$ cat config.mk
export PLATFORM = sky130hd
export DESIGN_NAME = philox_grid_cell_hash
export DESIGN_NICKNAME = d
export VERILOG_FILES = /design/src/rtl/pgch_pkg.sv /design/src/rtl/pgch_cell.sv /design/src/rtl/philox_grid_cell_hash.sv
export SDC_FILE = /design/constraint.sdc
export NUM_CORES = 2
export LEC_CHECK = 0
export BUFFER_PORTS_ARGS = -buffer_cell sky130_fd_sc_hd__buf_2
export CORE_ASPECT_RATIO = 2
export CORE_MARGIN = 5
export CORE_UTILIZATION = 50
export CTS_BUF_LIST = sky130_fd_sc_hd__clkbuf_2
export DETAILED_ROUTE_END_ITERATION = 7
export PLACE_DENSITY_LB_ADDON = 0.05
export SLEW_MARGIN = 10
export SYNTH_ARGS = -nofsm -noshare
export SYNTH_HDL_FRONTEND = slang
export SYNTH_SLANG_ARGS = --single-unit
$ cat constraint.sdc
create_clock -name clk -period 11.05 [get_ports clk]
set_clock_uncertainty 0.2 [all_clocks]
set_input_delay 1.105 -clock clk [delete_from_list [all_inputs] [get_ports clk]]
set_output_delay 1.105 -clock clk [all_outputs]
set_load 0.02 [all_outputs]
$ cat src/rtl/pgch_pkg.sv
// ----------------------------------------------------------------------------
// pgch_pkg: shared types and constants of the grid cell hash
// Word type, mix constants, the dimension limits and the control word
// that the sequencer sends to the round cells.
// ----------------------------------------------------------------------------
package pgch_pkg;

	typedef logic [31:0] word_t;

	localparam int DIMS_MAX = 16;
	localparam int DIMS_W   = 5;
	localparam int ROUNDS   = 10;
	localparam int ROUND_W  = 4;

	localparam logic [DIMS_W-1:0] DIMS_RESET = DIMS_W'(4);

	localparam word_t KEY0 = 32'h4edbf6fa;
	localparam word_t KEY1 = 32'h6aa1107f;
	localparam word_t MUL0 = 32'hCD9E8D57;
	localparam word_t MUL1 = 32'hD2511F53;

	typedef struct packed {
		logic load;
		logic step;
	} cell_ctrl_t;

endpackage

$ cat src/rtl/pgch_cell.sv
// ----------------------------------------------------------------------------
// pgch_cell: one round cell of the mix
// Holds an even and an odd word and its own Weyl key. Each round the low half
// of odd*mul becomes the new even word, and the mixed high half is handed to
// the neighbor cell, which takes it as its new odd word.
// ----------------------------------------------------------------------------
module pgch_cell (
	input  logic               clk,
	input  logic               arst_n,
	input  pgch_pkg::cell_ctrl_t ctrl,
	input  pgch_pkg::word_t    mul,
	input  pgch_pkg::word_t    key_base,
	input  pgch_pkg::word_t    even_in,
	input  pgch_pkg::word_t    odd_in,
	input  pgch_pkg::word_t    hi_in,
	output pgch_pkg::word_t    even,
	output pgch_pkg::word_t    odd,
	output pgch_pkg::word_t    hi_out
);
	import pgch_pkg::*;

	word_t       even_q;
	word_t       odd_q;
	word_t       key_q;
	logic [63:0] prod;

	assign prod   = 64'(odd_q) * 64'(mul);
	assign hi_out = prod[63:32] ^ key_q ^ even_q;
	assign even   = even_q;
	assign odd    = odd_q;

	// The key register walks base, 2*base, ... so round r sees base*r.
	always_ff @(posedge clk or negedge arst_n) begin
		if (!arst_n) begin
			key_q <= '0;
		end else if (ctrl.load) begin
			key_q <= key_base;
		end else if (ctrl.step) begin
			key_q <= key_q + key_base;
		end
	end

	always_ff @(posedge clk) begin
		if (ctrl.load) begin
			even_q <= even_in;
			odd_q  <= odd_in;
		end else if (ctrl.step) begin
			even_q <= prod[31:0];
			odd_q  <= hi_in;
		end
	end

endmodule

$ cat src/rtl/philox_grid_cell_hash.sv
// ----------------------------------------------------------------------------
// philox_grid_cell_hash: grid cell coordinate hash
// Prefix sums each group of four coordinates, mixes the four words through
// ten rounds in a ring of two multiplier cells and XORs two of them into the
// hash accumulators. The hash word goes out after the last group of a vector.
// ----------------------------------------------------------------------------
// A hash word follows an accepted word only when it closes a vector (last group).
// A group passes a prefix step, a load step, ten rounds through the two cell
// multipliers and an accumulate step; no new group is taken until it is done.
// A finished hash may wait in the output register while the next group runs.
// Reset clears the sequencer, vector state and out_valid; dims resets to 4.
module philox_grid_cell_hash (
	input  logic                              clk,
	input  logic                              arst_n,
	input  logic                              cfg_wen,
	input  logic [pgch_pkg::DIMS_W-1:0]       cfg_wdata,
	input  logic                              in_valid,
	output logic                              in_stall,
	input  logic signed [31:0]                coord0,
	input  logic signed [31:0]                coord1,
	input  logic signed [31:0]                coord2,
	input  logic signed [31:0]                coord3,
	output logic                              out_valid,
	input  logic                              out_stall,
	output pgch_pkg::word_t                   hash_a,
	output pgch_pkg::word_t                   hash_b
);
	import pgch_pkg::*;

	typedef enum logic [1:0] {
		ST_IDLE,
		ST_LOAD,
		ST_ROUND,
		ST_DONE
	} state_t;

	state_t             state_q;
	logic [DIMS_W-1:0]  dims_q;
	logic [1:0]         gi_q;
	word_t              rs_q;
	word_t              acc_a_q;
	word_t              acc_b_q;
	word_t              p0_q, p1_q, p2_q, p3_q;
	logic [3:0]         lanes_q;
	logic               last_q;
	logic [ROUND_W-1:0] round_q;
	logic               out_valid_q;
	word_t              hash_a_q;
	word_t              hash_b_q;

	logic [DIMS_W-1:0]  eff_dims;
	logic [2:0]         groups;
	logic [3:0]         lane_ok;
	word_t              m0, m1, m2, m3, m01, m23;
	logic               accept;
	logic               out_free;
	cell_ctrl_t         ctrl;
	word_t              w0, w1, w2, w3;
	word_t              c0_even, c0_odd, c0_hi, c1_even, c1_odd, c1_hi;

	always_comb begin
		if (dims_q == '0) begin
			eff_dims = DIMS_W'(1);
		end else if (dims_q > DIMS_W'(DIMS_MAX)) begin
			eff_dims = DIMS_W'(DIMS_MAX);
		end else begin
			eff_dims = dims_q;
		end
	end

	assign groups = 3'((6'(eff_dims) + 6'd3) >> 2);

	// Lane i of group g holds dimension 4*g + i.
	always_comb begin
		for (int i = 0; i < 4; i++) begin
			lane_ok[i] = ({1'b0, gi_q, 2'(i)} < eff_dims);
		end
	end

	assign m0  = lane_ok[0] ? word_t'(coord0) : '0;
	assign m1  = lane_ok[1] ? word_t'(coord1) : '0;
	assign m2  = lane_ok[2] ? word_t'(coord2) : '0;
	assign m3  = lane_ok[3] ? word_t'(coord3) : '0;
	assign m01 = m0 + m1;
	assign m23 = m2 + m3;

	assign in_stall = (state_q != ST_IDLE);
	assign accept   = in_valid && !in_stall;
	assign out_free = !out_valid_q || !out_stall;

	assign ctrl.load = (state_q == ST_LOAD);
	assign ctrl.step = (state_q == ST_ROUND);

	assign w0 = lanes_q[0] ? rs_q + p0_q : '0;
	assign w1 = lanes_q[1] ? rs_q + p1_q : '0;
	assign w2 = lanes_q[2] ? rs_q + p2_q : '0;
	assign w3 = lanes_q[3] ? rs_q + p3_q : '0;

	pgch_cell u_cell0 (
		.clk      (clk),
		.arst_n   (arst_n),
		.ctrl     (ctrl),
		.mul      (MUL0),
		.key_base (KEY0),
		.even_in  (w0),
		.odd_in   (w1),
		.hi_in    (c1_hi),
		.even     (c0_even),
		.odd      (c0_odd),
		.hi_out   (c0_hi)
	);

	pgch_cell u_cell1 (
		.clk      (clk),
		.arst_n   (arst_n),
		.ctrl     (ctrl),
		.mul      (MUL1),
		.key_base (KEY1),
		.even_in  (w2),
		.odd_in   (w3),
		.hi_in    (c0_hi),
		.even     (c1_even),
		.odd      (c1_odd),
		.hi_out   (c1_hi)
	);

	always_ff @(posedge clk) begin
		if (accept) begin
			p0_q    <= m0;
			p1_q    <= m01;
			p2_q    <= m01 + m2;
			p3_q    <= m01 + m23;
			lanes_q <= lane_ok;
			last_q  <= ({1'b0, gi_q} + 3'd1 >= groups);
		end
		if (state_q == ST_DONE && last_q && out_free) begin
			hash_a_q <= acc_a_q ^ c0_even;
			hash_b_q <= acc_b_q ^ c0_odd;
		end
	end

	always_ff @(posedge clk or negedge arst_n) begin
		if (!arst_n) begin
			state_q     <= ST_IDLE;
			dims_q      <= DIMS_RESET;
			gi_q        <= '0;
			rs_q        <= '0;
			acc_a_q     <= '0;
			acc_b_q     <= '0;
			round_q     <= '0;
			out_valid_q <= 1'b0;
		end else begin
			if (cfg_wen) begin
				dims_q <= cfg_wdata;
			end
			if (state_q == ST_DONE && last_q && out_free) begin
				out_valid_q <= 1'b1;
			end else if (!out_stall) begin
				out_valid_q <= 1'b0;
			end
			case (state_q)
				ST_IDLE: begin
					if (accept) begin
						state_q <= ST_LOAD;
					end
				end
				ST_LOAD: begin
					// Invalid lanes add zero, so the whole group sum is p3.
					rs_q    <= rs_q + p3_q;
					round_q <= ROUND_W'(1);
					state_q <= ST_ROUND;
				end
				ST_ROUND: begin
					if (round_q == ROUND_W'(ROUNDS)) begin
						state_q <= ST_DONE;
					end else begin
						round_q <= round_q + ROUND_W'(1);
					end
				end
				ST_DONE: begin
					if (!last_q) begin
						acc_a_q <= acc_a_q ^ c0_even;
						acc_b_q <= acc_b_q ^ c0_odd;
						gi_q    <= gi_q + 2'd1;
						state_q <= ST_IDLE;
					end else if (out_free) begin
						acc_a_q     <= '0;
						acc_b_q     <= '0;
						rs_q        <= '0;
						gi_q        <= '0;
						state_q     <= ST_IDLE;
					end
				end
				default: begin
					state_q <= ST_IDLE;
				end
			endcase
		end
	end

	assign out_valid = out_valid_q;
	assign hash_a    = hash_a_q;
	assign hash_b    = hash_b_q;

	// The words left in cell 1 are not part of the hash.
	word_t unused_xor;
	assign unused_xor = c1_even ^ c1_odd;

	a_accept_loads: assert property (@(posedge clk) disable iff (!arst_n)
		accept |=> (state_q == ST_LOAD))
		else $error("accepted word did not start a load");

	a_out_from_done: assert property (@(posedge clk) disable iff (!arst_n)
		$rose(out_valid_q) |-> $past(state_q == ST_DONE && last_q))
		else $error("hash word raised outside the last group's finish");

	a_clear_after_hash: assert property (@(posedge clk) disable iff (!arst_n)
		(state_q == ST_DONE && last_q && out_free) |=>
			(rs_q == '0 && gi_q == '0 && acc_a_q == '0 && acc_b_q == '0))
		else $error("vector state not cleared after hash word");

	a_round_range: assert property (@(posedge clk) disable iff (!arst_n)
		(state_q == ST_ROUND) |-> (round_q >= ROUND_W'(1) && round_q <= ROUND_W'(ROUNDS)))
		else $error("round counter out of range");

endmodule

==> impl_results.md <==
- Synth Flop Type: edfxtp_1
- Vert. Die Dim: 538 um
- Fillers: 12.9k
- Root Driver: clkbuf_2
- RSZ-0062 raised after global routing: false
- Post-Place Worst Slack: 1.32 ns
- Syn Area/Cell: 10.1 um^2
- Hold Crit Class: in -> reg
- Most common cell on crit path: fa_1
- DR pass1 iterations: 8
- Tcrit/Tclk final: 89.0%
- Synth top area cells: fa_1, ha_1, edfxtp_1
- P&R area growth vs syn: 8.50%
- Failing checks: DRC
- Width of the die: 274 um
- Congestion Overflow GR: 0
- PostCTS Resize Cnt: 0
- DRC Markers: 3
- TritonCTS Buffers: 133
- Die footprint: 148000 um^2
- Setup crit start kind: flip-flop
- FP Rows: 194
- Number of port buffers: 203
- Cell Area, Synth: 69800 um^2
- Io pins: 204
- Critical setup path kind: reg -> reg
- Largest net degree at the start of global routing: 78
- WL/cell: 26.3 um
- Syn nets: 8985
- Clk_lat worst skew: 1.54 ns
- Share of cells above drive strength 1: 7.91%
- Max frequency: 102 MHz
- Core ar.: 139000 um^2
- Synth Register Bits: 498
- CTS tree: built
- Synth cell types: 93
- # H-tree levels: 4
- Min cycle time layout: 9.83 ns
- Multi-input logic area: 50300 um^2
- Critical-path cell list: inv_1, fa_1, fa_1, inv_1, fa_1, inv_1, fa_1, inv_1, fa_1, fa_1, fa_1, fa_1, ha_1, and2_0, a21boi_0, nand2b_1, nand3_1, a221oi_1, nand2_1, a21boi_1, o21ai_1, xnor2_1, o22ai_1
- 1st-iter DRT viols: 2944
- Worst path required time: 12.06 ns
- Setup_tns: 0 ns
- Antenna Nets Post-Route: 0
- Global-route wire length before repair: 358000 um
- Via/cell ratio: 5.66
- CTS Buffer Depth: 3
- Nets: 9372
- Worst path slowest cell: edfxtp_1
- Final setup fails: 0
- Yosys top cell area share: 25.2%
- Max incr delay on CP: 1.16 ns
- Register area: 14100 um^2
- Final wirelength: 243000 um
- Worst setup margin: 1.22 ns
- Initial core utilization: 50.1%
- Vias: 52.3k
- CP arrival: 10.84 ns
- Outcome: finished, violations left
- Clk slew on worst S/H paths: 0.13 ns
- Critical path capture point type: flip-flop
- Max Fanout on Critical Path: 10
- DP HPWL: 208000 um
- Share of the yosys chip area belonging to registers: 20.2%
- Post-synth EDFFs: 325
- Vias in the first global route: 57.7k
- Area leader, netlist: fa_1
- Antenna violations before repair: 4
- Total of warnings raised by yosys: 0
- Post-synthesis cell count: 6877
- GPL Wtd Cong: 0.996
- Clock sink count: 498
- Async SR Flop Fraction: 34.7%
- Max-capacitance violation count: 0
- Slew @ Worst Pin: 1.37 ns
- Slew HR: 8.45%
- Gr usage total: 33.1%
- Hold Vio Cnt, Final: 0
- Max-slew violations: 0
kinds of logic after synthesis:
group / Yosys count / synth area share [%]
buf+inv: 1471 / 7.92
simple gates: 1036 / 7.18
flops: 498 / 20.2
compound gates: 1315 / 12.5
fa+ha+maj: 1970 / 44.8
xor+xnor: 564 / 7.08
mux: 23 / 0.342
cells in the final DEF (no fill, tap or decap), types with 27 or more instances in the layout:
master | Yosys | routed
nand4_1 | 27 | 27
inv_1 | 1337 | 1337
xor2_1 | 221 | 221
dlygate4sd3_1 | 0 | 87
clkbuf_2 | 0 | 198
o21bai_1 | 49 | 49
fa_1 | 880 | 880
nor3_1 | 63 | 63
buf_2 | 5 | 202
o21a_1 | 36 | 36
buf_4 | 0 | 94
nand3_1 | 98 | 98
dfrtp_1 | 172 | 172
o21ai_0 | 184 | 184
a21o_1 | 167 | 167
o22ai_1 | 131 | 131
and3_1 | 34 | 34
a31oi_1 | 51 | 51
nor2b_1 | 72 | 71
a21oi_1 | 344 | 343
xnor2_1 | 343 | 342
edfxtp_1 | 325 | 325
a211oi_1 | 28 | 28
nand2_1 | 325 | 324
ha_1 | 1090 | 1088
nand2b_1 | 40 | 39
and2_1 | 84 | 83
nor2_1 | 219 | 218
a22o_1 | 76 | 76
per-stage QoR:
step | cell area (um^2) | hold slack (ns) | instances | util (%)
2_1_floorplan | 69800 | 0.263 | 6877 | -
3_3_place_gp | 73400 | 0.309 | 8902 | 52.7
3_5_place_dp | 73400 | 0.312 | 8902 | 52.7
4_1_cts | 75700 | 0.00423 | 9230 | 54.3
5_1_grt | 75700 | 0.106 | 9233 | 54.3
6_report | 75700 | 0.177 | 9235 | 54.3
final timing paths:
path / to / slack, ns / start / depth (start not counted)
hold reg to reg: acc_b_q[11] / 0.34 / acc_b_q[11] / 1
hold / removal: p1_q[16] / 0.18 / coord1[16] / 4
setup reg to reg: u_cell0.odd[19] / 1.22 / u_cell1.odd[15] / 23
setup / recovery: u_cell0.odd[19] / 1.22 / u_cell1.odd[15] / 23
max in group asynchronous: u_cell0.key_q[5] / 8.13 / arst_n / 5
min in group asynchronous: dims_q[2] / 0.55 / arst_n / 3
area by class of cell:
class                      instances  area share [%]
clock inverter                    42           0.492
antenna                            4          0.0132
inverter                        1337            6.63
tap                             1862            3.08
multi-input combinational       4908            66.4
clock buffer                     198            1.31
timing repair buffer             386            3.50
sequential                       498            18.6
worst max-delay path, delay by kind of cell (launching register included):
| kind | cells | cell delay, ns |
|---|---|---|
| buf+inv | 4 | 0.80 |
| xor+xnor | 1 | 0.46 |
| flops | 1 | 1.16 |
| compound gates | 5 | 1.77 |
| fa+ha+maj | 9 | 4.24 |
| simple gates | 4 | 0.83 |
cell usage after synthesis, types with 63 or more instances:
cell and n:
inv_1 1337, ha_1 1090, fa_1 880, a21oi_1 344
xnor2_1 343, edfxtp_1 325, nand2_1 325, xor2_1 221
nor2_1 219, o21ai_0 184, dfrtp_1 172, a21o_1 167
o22ai_1 131, clkbuf_1 115, nand3_1 98, and2_1 84
a22o_1 76, nor2b_1 72, nor3_1 63
layer usage:
layer | track usage, % | share of wire (%) | wire length (um) | vias to the layer above
met5 | 0 | 0.010 | 25 | -
met4 | 29.5 | 11 | 27900 | 4
met3 | 3.84 | 3.5 | 8430 | 772
met2 | 61.2 | 53 | 129000 | 1504
met1 | 31.6 | 32 | 77300 | 26100
li1 | - | - | - | 23900
timing repair:
item	in CTS	in global routing
hold buffers	88	0
buffers inserted	0	0
endpoints found under the hold margin	153	0
Power is left out: the tool's default activity adds up to more than one toggle a clock period on the data nets, which glitch-free logic cannot reach.
